File: src/sv/smf_pkg.sv
// Shared types and constants for the sliding window median filter.
// No dependencies; compile first.
package smf_pkg;

  localparam int unsigned WindowMaxDefault = 16;
  localparam int unsigned LenResetValue    = 16;
  localparam int unsigned SampleW          = 32;
  localparam int unsigned LenW             = 5;

  typedef struct packed {
    logic signed [SampleW-1:0] sample;
  } smf_in_t;

  typedef struct packed {
    logic signed [SampleW-1:0] filtered;
    logic                      window_full;
  } smf_out_t;

  // per-cycle controls broadcast to every cell
  typedef struct packed {
    logic adv;
    logic clr;
    logic full;
  } smf_ctl_t;

  // ripple signals passed from a cell to its right neighbour
  typedef struct packed {
    logic old;
    logic rem;
    logic le;
  } smf_link_t;

endpackage

File: src/sv/smf_stream_if.sv
// Valid/ready stream channel carrying one word of a given payload type.
// Depends on nothing; payload types come from smf_pkg at instantiation.
interface smf_stream_if #(
  parameter type word_t = logic
);
  logic  valid;
  logic  ready;
  word_t word;

  modport source (output valid, output word, input ready);
  modport sink   (input valid, input word, output ready);
endinterface

File: src/sv/sliding_window_median_filter.sv
// Running median filter over a window of up to WINDOW_MAX signed 32-bit samples.
// Depends on smf_pkg, smf_stream_if and smf_cell.
//
// in_if carries one sample per word, out_if one result word (filtered,
// window_full). cfg_we_i/cfg_wdata_i write the window length (0 reads as 1,
// values above WINDOW_MAX saturate); a write restarts the fill phase.
// While the window fills, each sample is passed through with window_full low;
// afterwards the result is the upper median of the last window_len samples.
// The window is kept sorted in a chain of WINDOW_MAX cells: each accepted
// sample removes the oldest entry once the window is full and is inserted in place.
// The result is registered and valid the cycle after input acceptance; the filter
// takes one word per cycle while out_if.ready is high, as the output register then
// frees; a stalled receiver holds its result and stalls input in the same cycle.
// Reset empties the window, sets the length to 16 (or WINDOW_MAX if smaller)
// and clears the output valid; no clearing pass is needed.
module sliding_window_median_filter #(
  parameter int unsigned WINDOW_MAX = smf_pkg::WindowMaxDefault
) (
  input  logic                     clk_i,
  input  logic                     rst_ni,
  smf_stream_if.sink               in_if,
  smf_stream_if.source             out_if,
  input  logic                     cfg_we_i,
  input  logic [smf_pkg::LenW-1:0] cfg_wdata_i
);
  import smf_pkg::*;

  localparam int unsigned AgeW     = (WINDOW_MAX > 1) ? $clog2(WINDOW_MAX) : 1;
  localparam int unsigned CntW     = $clog2(WINDOW_MAX + 1);
  localparam int unsigned LenReset = (LenResetValue > WINDOW_MAX) ? WINDOW_MAX
                                                                  : LenResetValue;

  logic [CntW-1:0] len_q, len_d, cnt_q, cnt_d;
  logic            full, in_acc, out_vld_q;
  smf_out_t        out_q;
  smf_ctl_t        ctl;
  logic [AgeW-1:0] age_max, half;
  int unsigned     len_raw;
  smf_in_t         in_word;

  logic                      st_vld [WINDOW_MAX];
  logic signed [SampleW-1:0] st_val [WINDOW_MAX];
  logic [AgeW-1:0]           st_age [WINDOW_MAX];
  logic                      sh_vld [WINDOW_MAX];
  logic signed [SampleW-1:0] sh_val [WINDOW_MAX];
  logic [AgeW-1:0]           sh_age [WINDOW_MAX];
  smf_link_t                 link   [WINDOW_MAX];
  logic signed [SampleW-1:0] nxt_val[WINDOW_MAX];
  logic [WINDOW_MAX-1:0]     old_vec, vld_vec;

  assign in_word     = in_if.word;
  assign in_if.ready = !out_vld_q || out_if.ready;
  assign in_acc      = in_if.valid && in_if.ready;
  assign full        = (cnt_q == len_q);
  assign age_max     = AgeW'(len_q - 1'b1);
  assign half        = AgeW'(len_q >> 1);

  assign ctl = '{adv: in_acc && !cfg_we_i, clr: cfg_we_i, full: full};

  always_comb begin
    len_raw = 32'(cfg_wdata_i);
    if (len_raw == 0) begin
      len_raw = 1;
    end else if (len_raw > WINDOW_MAX) begin
      len_raw = WINDOW_MAX;
    end
    len_d = CntW'(len_raw);
  end

  always_comb begin
    cnt_d = cnt_q;
    if (cfg_we_i) begin
      cnt_d = '0;
    end else if (in_acc && !full) begin
      cnt_d = cnt_q + 1'b1;
    end
  end

  for (genvar i = 0; i < WINDOW_MAX; i++) begin : g_cell
    logic                      l_vld, r_vld;
    logic signed [SampleW-1:0] l_val, r_val;
    logic [AgeW-1:0]           l_age, r_age;
    smf_link_t                 l_link;

    if (i == 0) begin : g_first
      assign l_vld  = 1'b0;
      assign l_val  = '0;
      assign l_age  = '0;
      assign l_link = '{old: 1'b0, rem: 1'b0, le: 1'b1};
    end else begin : g_mid
      assign l_vld  = sh_vld[i-1];
      assign l_val  = sh_val[i-1];
      assign l_age  = sh_age[i-1];
      assign l_link = link[i-1];
    end

    if (i == WINDOW_MAX - 1) begin : g_last
      assign r_vld = 1'b0;
      assign r_val = '0;
      assign r_age = '0;
    end else begin : g_inner
      assign r_vld = st_vld[i+1];
      assign r_val = st_val[i+1];
      assign r_age = st_age[i+1];
    end

    smf_cell #(
      .AgeW(AgeW)
    ) u_cell (
      .clk_i      (clk_i),
      .rst_ni     (rst_ni),
      .ctl_i      (ctl),
      .age_max_i  (age_max),
      .x_i        (in_word.sample),
      .lft_vld_i  (l_vld),
      .lft_val_i  (l_val),
      .lft_age_i  (l_age),
      .lft_link_i (l_link),
      .rgt_vld_i  (r_vld),
      .rgt_val_i  (r_val),
      .rgt_age_i  (r_age),
      .vld_o      (st_vld[i]),
      .val_o      (st_val[i]),
      .age_o      (st_age[i]),
      .sh_vld_o   (sh_vld[i]),
      .sh_val_o   (sh_val[i]),
      .sh_age_o   (sh_age[i]),
      .link_o     (link[i]),
      .nxt_val_o  (nxt_val[i])
    );

    assign old_vec[i] = link[i].old;
    assign vld_vec[i] = st_vld[i];
  end

  always_ff @(posedge clk_i or negedge rst_ni) begin
    if (!rst_ni) begin
      len_q     <= CntW'(LenReset);
      cnt_q     <= '0;
      out_vld_q <= 1'b0;
    end else begin
      if (cfg_we_i) begin
        len_q <= len_d;
      end
      cnt_q <= cnt_d;
      if (in_acc) begin
        out_vld_q <= 1'b1;
      end else if (out_if.ready) begin
        out_vld_q <= 1'b0;
      end
    end
  end

  always_ff @(posedge clk_i) begin
    if (in_acc) begin
      out_q.filtered    <= full ? nxt_val[half] : in_word.sample;
      out_q.window_full <= full;
    end
  end

  assign out_if.valid = out_vld_q;
  assign out_if.word  = out_q;

  a_len_bound: assert property (@(posedge clk_i) disable iff (!rst_ni)
    cnt_q <= len_q)
    else $error("fill count exceeds window length");

  a_cnt_match: assert property (@(posedge clk_i) disable iff (!rst_ni)
    $countones(vld_vec) == cnt_q)
    else $error("occupied cells disagree with fill count");

  a_one_oldest: assert property (@(posedge clk_i) disable iff (!rst_ni)
    (in_acc && full && !cfg_we_i) |-> $onehot(old_vec))
    else $error("full window without exactly one oldest entry");

  a_no_evict_fill: assert property (@(posedge clk_i) disable iff (!rst_ni)
    (!full) |-> (old_vec == '0))
    else $error("entry evicted during fill");

  a_cfg_restart: assert property (@(posedge clk_i) disable iff (!rst_ni)
    cfg_we_i |=> (cnt_q == '0) && (vld_vec == '0))
    else $error("length write did not restart fill");

endmodule

File: src/sv/smf_cell.sv
// One cell of the sorted window chain: holds a sample and its age.
// Depends on smf_pkg.
module smf_cell #(
  parameter int unsigned AgeW = 4
) (
  input  logic                              clk_i,
  input  logic                              rst_ni,
  input  smf_pkg::smf_ctl_t                 ctl_i,
  input  logic [AgeW-1:0]                   age_max_i,
  input  logic signed [smf_pkg::SampleW-1:0] x_i,
  input  logic                              lft_vld_i,
  input  logic signed [smf_pkg::SampleW-1:0] lft_val_i,
  input  logic [AgeW-1:0]                   lft_age_i,
  input  smf_pkg::smf_link_t                lft_link_i,
  input  logic                              rgt_vld_i,
  input  logic signed [smf_pkg::SampleW-1:0] rgt_val_i,
  input  logic [AgeW-1:0]                   rgt_age_i,
  output logic                              vld_o,
  output logic signed [smf_pkg::SampleW-1:0] val_o,
  output logic [AgeW-1:0]                   age_o,
  output logic                              sh_vld_o,
  output logic signed [smf_pkg::SampleW-1:0] sh_val_o,
  output logic [AgeW-1:0]                   sh_age_o,
  output smf_pkg::smf_link_t                link_o,
  output logic signed [smf_pkg::SampleW-1:0] nxt_val_o
);
  import smf_pkg::*;

  logic                      vld_q, vld_d;
  logic signed [SampleW-1:0] val_q, val_d;
  logic [AgeW-1:0]           age_q, age_d;
  logic                      old, rem, le;

  assign old = ctl_i.full & vld_q & (age_q == age_max_i);
  assign rem = lft_link_i.rem | old;

  // drop the oldest entry by pulling from the right
  assign sh_vld_o = rem ? rgt_vld_i : vld_q;
  assign sh_val_o = rem ? rgt_val_i : val_q;
  assign sh_age_o = rem ? rgt_age_i : age_q;

  assign le = sh_vld_o & (sh_val_o <= x_i);

  always_comb begin
    if (le) begin
      vld_d = 1'b1;
      val_d = sh_val_o;
      age_d = sh_age_o + 1'b1;
    end else if (lft_link_i.le) begin
      vld_d = 1'b1;
      val_d = x_i;
      age_d = '0;
    end else begin
      vld_d = lft_vld_i;
      val_d = lft_val_i;
      age_d = lft_age_i + 1'b1;
    end
  end

  always_ff @(posedge clk_i or negedge rst_ni) begin
    if (!rst_ni) begin
      vld_q <= 1'b0;
    end else if (ctl_i.clr) begin
      vld_q <= 1'b0;
    end else if (ctl_i.adv) begin
      vld_q <= vld_d;
    end
  end

  always_ff @(posedge clk_i) begin
    if (ctl_i.adv) begin
      val_q <= val_d;
      age_q <= age_d;
    end
  end

  assign vld_o     = vld_q;
  assign val_o     = val_q;
  assign age_o     = age_q;
  assign link_o    = '{old: old, rem: rem, le: le};
  assign nxt_val_o = val_d;

endmodule

File: src/flat_wrapper.sv
// flat-port wrapper written by rule: the top's interface ports become plain ports
module sliding_window_median_filter_flat import smf_pkg::*;
#(
  parameter int unsigned WINDOW_MAX = smf_pkg::WindowMaxDefault
)
  (clk_i, rst_ni, cfg_we_i, cfg_wdata_i, in_if_valid, in_if_word, in_if_ready, out_if_valid, out_if_word, out_if_ready);
  smf_stream_if #(.word_t(smf_in_t)) in_if_i ();
  smf_stream_if #(.word_t(smf_out_t)) out_if_i ();
  input  logic clk_i;
  input  logic rst_ni;
  input  logic cfg_we_i;
  input  logic [smf_pkg::LenW-1:0] cfg_wdata_i;
  input wire logic [$bits(in_if_i.valid)-1:0] in_if_valid;
  input wire logic [$bits(in_if_i.word)-1:0] in_if_word;
  output wire logic [$bits(in_if_i.ready)-1:0] in_if_ready;
  output wire logic [$bits(out_if_i.valid)-1:0] out_if_valid;
  output wire logic [$bits(out_if_i.word)-1:0] out_if_word;
  input wire logic [$bits(out_if_i.ready)-1:0] out_if_ready;
  assign in_if_i.valid = in_if_valid;
  assign in_if_i.word = in_if_word;
  assign in_if_ready = in_if_i.ready;
  assign out_if_valid = out_if_i.valid;
  assign out_if_word = out_if_i.word;
  assign out_if_i.ready = out_if_ready;
  sliding_window_median_filter #(.WINDOW_MAX(WINDOW_MAX)) u_core (.clk_i(clk_i), .rst_ni(rst_ni), .in_if(in_if_i), .out_if(out_if_i), .cfg_we_i(cfg_we_i), .cfg_wdata_i(cfg_wdata_i));
endmodule
File: config.mk
export PLATFORM = sky130hd
export DESIGN_NAME = sliding_window_median_filter_flat
export DESIGN_NICKNAME = d
export VERILOG_FILES = /design/src/sv/smf_pkg.sv /design/src/sv/smf_stream_if.sv /design/src/sv/sliding_window_median_filter.sv /design/src/sv/smf_cell.sv /design/src/flat_wrapper.sv
export SDC_FILE = /design/constraint.sdc
export NUM_CORES = 2
export LEC_CHECK = 0
export ABC_AREA = 0
export BUFFER_PORTS_ARGS = -buffer_cell sky130_fd_sc_hd__buf_4
export CORE_ASPECT_RATIO = 0.9
export CORE_MARGIN = 1
export CORE_UTILIZATION = 59
export DETAILED_ROUTE_END_ITERATION = 6
export HOLD_SLACK_MARGIN = 0.02
export PLACE_DENSITY = 0.78
export SLEW_MARGIN = 10
export SYNTH_ARGS = -nofsm -noshare
export SYNTH_HDL_FRONTEND = slang
export SYNTH_HIERARCHICAL = 1
export SYNTH_SLANG_ARGS = --single-unit
File: constraint.sdc
create_clock -name clk_i -period 24.5 [get_ports clk_i]
set_input_delay 2.45 -clock clk_i [delete_from_list [all_inputs] [get_ports clk_i]]
set_output_delay 2.45 -clock clk_i [all_outputs]
set_load 0.01 [all_outputs]
* After elaboration in Yosys (flattened, before gate mapping)
Cells that the tools add are included.
Storage, ports and cells: flip-flop bits (word level) 636, bits of input ports 42, logic and storage cells 362, output and inout bits 35
Cells by class: bitwise operators 64, eq/ne operators 17, reduce and logical (&&, ||, !) cells 11, add/sub/neg operators 18, multiplexer cells 181, $lt $le $gt $ge 18
Operator list (number):
- $mux 32 | 50
- $le 32x32->1 | 16
- $mux 4 | 46
- $bmux 32 s4 | 1
- $mux 1 | 80
- $add 4x1->4 const B | 16
- $eq 4x4->1 | 16
- $and 1x1->1 | 48
- $mux 5 | 4
- $or 1x1->1 | 15
- $reduce_bool 2->1 | 3
- $add 5x1->5 const B | 1
- $eq 5x5->1 | 1
- $ge 5x5->1 const B | 1
- $gt 5x5->1 const B | 1
- $logic_not 5->1 | 1
- $not 4->5 | 1
- $sub 4x1->4 const B | 1
- $logic_and 1x1->1 | 3
- $logic_not 1->1 | 3
- $logic_or 1x1->1 | 1

* Depth between registers and ports, before layout
word-level depth 26, depth in mapped cells 107, gate-level depth less buffers 56

* Cells and area by module
Netlist, hierarchy kept.
Modules (own cells, without submodules):
- smf_cell (u_core.g_cell[0].u_cell ...) | sequential area each 1106.1 um2, area each 3353.2 um2, instances 10, cells an instance 338
- smf_cell (u_core.g_cell[4].u_cell ...) | sequential area each 1106.1 um2, area each 3463.3 um2, instances 6, cells an instance 306
- sliding_window_median_filter | sequential area each 1267.5 um2, area each 6148.4 um2, instances 1, cells an instance 403

* Worst setup path before layout
No wires, ideal clock.
path type input to register, start input port out_if_ready, end register u_core.g_cell[0].u_cell.age_q[0] (enable), slack -4.633 ns, library setup time 1.578 ns, path buffers 0, data required time 22.922 ns, arrival time 27.555 ns, stages on the path 3, cells stage by stage nand2b_1 > nand2_1 > nor2_1
RTL lines:
- from (decl) | RTL line flat_wrapper.sv:18 | input wire logic [$bits(out_if_i.ready)-1:0] out_if_ready;
- to (signal assigned) | RTL line smf_cell.sv:73 | age_q <= age_d;
- to (decl) | RTL line smf_cell.sv:31 | logic [AgeW-1:0] age_q, age_d;

==> qor.txt <==
outcome = finished, violations left
failing checks = DRC, capacitance limit, slew limit
period utilization = 0.638
clock skew = 0.0361 ns
Global Route Usage Sum = 0.392
num ports = 77
CTS tree = built
Power Dens Cells = 60.3 nW/µm²
via count = 47800
Req. time, crit path = 24.91 ns
Fillers = 7838
upper clock frequency limit = 0.0640 GHz
DRT met1 WL = 81300 µm
total power = 3.87 mW
unrepaired setup endpoints after global routing = no
CTS H-tree depth = 3
Final ANT Viol Nets = 0
CP arrival = 16.05 ns
min-delay worst type = flop to flop
CP Capture Type = flop
Die H = 305 µm
Port Buffer Count = 76
Synthesis Warnings = 6
die width = 339 µm
Max clock buf depth = 3
number of max-cap violations = 1
Reg clk slew, reported paths = 0.06 ns
CTS root buf = clkbuf_16
Slew @ Worst Pin = 1.58 ns
top sig layer = met5
RD Place Congestion = 1.06
final critical-path required period = 15.64 ns
Final Hold Vio Count = 0
Die ar. = 103000 µm²
Slew Limit Headroom = -0.0538
Synth-to-Final Area Change = 6.49%
CP Max Fanout = 57
Crit Path Class = flop to flop
crit-path max cell delay = 1.15 ns
synthesized cell area = 60200 µm²
Initial DRC Count = 7266
startpoint types = flop
vias in the first global route = 45100
hpwl dp = 147000 µm
WL met3 = 31700 µm
detailed-route wire length per cell = 29.7 µm
DR pass1 iterations = 7
worst skew pair latency = 0.68 ns
setup tns final = 0 ns
Post-Synthesis Mean Instance Area = 10.8 µm²
residual DRC count = 4
CTS Buf Count = 79
routed wl met2 = 82500 µm
initial core utilization = 0.598
Mapped Cells = 5582
# Post-CTS Setup Buffers = 0
core area = 101000 µm²
largest net degree at the start of global routing = 164
global-route wire length before repair = 300000 µm
# setup viols final = 0
vias per cell = 6.84
final net count = 6171
Num Clock Sinks = 636
Gates resized, CTS repair = 0
Crit-path slowest cell = dfrtp_4
peak supply drop = 0.0478 mV
CP most frequent cell = inv_1
share of cells above drive strength 1 = 0.290
WL final = 208000 µm
LEAKAGE = 26.3 nW
hold_buf cts = 0
pins over their slew limit = 2
row cnt = 110
antenna violations before repair = 9
grt ovf = 0
==> layout make-up <==
cell class / instances / area [µm²] / share of cell area
diodes: 3 / 7.51 / 0.000117
clock buffers: 110 / 2230 / 0.0347
clock inverters: 31 / 245 / 0.00382
inverters: 554 / 2080 / 0.0325
multi-input cells: 4168 / 37800 / 0.589
flip-flops and latches: 636 / 19000 / 0.296
well taps: 1344 / 1680 / 0.0262
repair buffers: 144 / 1110 / 0.0172
==> registers in the layout (all words and copies together) (netlist names) <==
name	count
u_core/g_cell.u_cell/val_o	512
u_core/out_if.valid	1
u_core/g_cell.u_cell/vld_o	16
u_core/len_q	5
u_core/cnt_q	5
u_core/g_cell.u_cell/age_o	64
u_core/out_if.word	33
==> cells in the final DEF, fill, tap and decap left out, drive strengths merged, types with 11 or more instances in the layout <==
cell / n
nor2b: 33
nand2b: 22
clkinv: 26
edfxtp: 609
inv: 554
o211ai: 12
nand3: 105
and2: 11
o21a: 26
nor3: 29
mux4: 128
a21oi: 544
nor2: 454
dfrtp: 26
a2111oi: 16
xor2: 84
ha: 546
buf: 144
xnor2: 61
nand2: 144
a21o: 52
conb: 85
or2: 16
nor4: 22
clkbuf: 110
o21ai: 55
mux2: 1326
a221o: 16
nand4: 108
mux2i: 167
==> critical path, delay by kind of cell, from the launching register on <==
kind            cells  cell delay [ns]
flops               1             1.15
simple gates        6             1.51
mux                 6             1.75
fa+ha+maj           2             0.66
xor+xnor            1             0.26
compound gates     18             4.26
buf+inv            26             5.68
==> where the power goes <==
group | internal, mW | leakage (nW) | switching, mW
Clock | 0.672 | 1.21 | 0.505
Combinational | 0.562 | 19.1 | 0.767
Sequential | 1.30 | 5.99 | 0.0574
Total | 2.54 | 26.3 | 1.33
==> per-stage QoR <==
stage	setup WS [ns]	std cells	cell area, µm²	hold WS (ns)	utilization
2_1_floorplan	5.54	5665	60500	0.562	-
6_report	8.86	6990	64100	0.609	0.637
4_1_cts	9.33	6987	64100	0.607	0.637
3_5_place_dp	9.44	6846	61600	0.592	0.613
3_3_place_gp	9.77	6846	61600	0.568	0.613
5_1_grt	8.36	6987	64100	0.655	0.637
==> metal layers <==
| metal | up-vias | GRT usage |
|---|---|---|
| li1 | 20500 | - |
| met1 | 23200 | 0.550 |
| met2 | 3484 | 0.539 |
| met3 | 592 | 0.126 |
| met4 | 8 | 0.196 |
| met5 | - | 0 |
==> path summary, 6_finish.rpt <==
path                                                  endpoint  cells after the start                start  slack, ns
worst min-delay path                       u_core/out_if.valid                      2  u_core/out_if.valid       0.61
min in group asynchronous       u_core/g_cell[14].u_cell/vld_o                      1               rst_ni       1.72
worst min register to register             u_core/out_if.valid                      2  u_core/out_if.valid       0.61
worst max register to register          u_core/out_if.word[12]                     59      u_core/len_q[1]       8.86
max in group asynchronous                      u_core/len_q[4]                      1               rst_ni      22.45
worst max-delay path                    u_core/out_if.word[12]                     59      u_core/len_q[1]       8.86
Note: power is estimated with default switching activity, not from simulation.
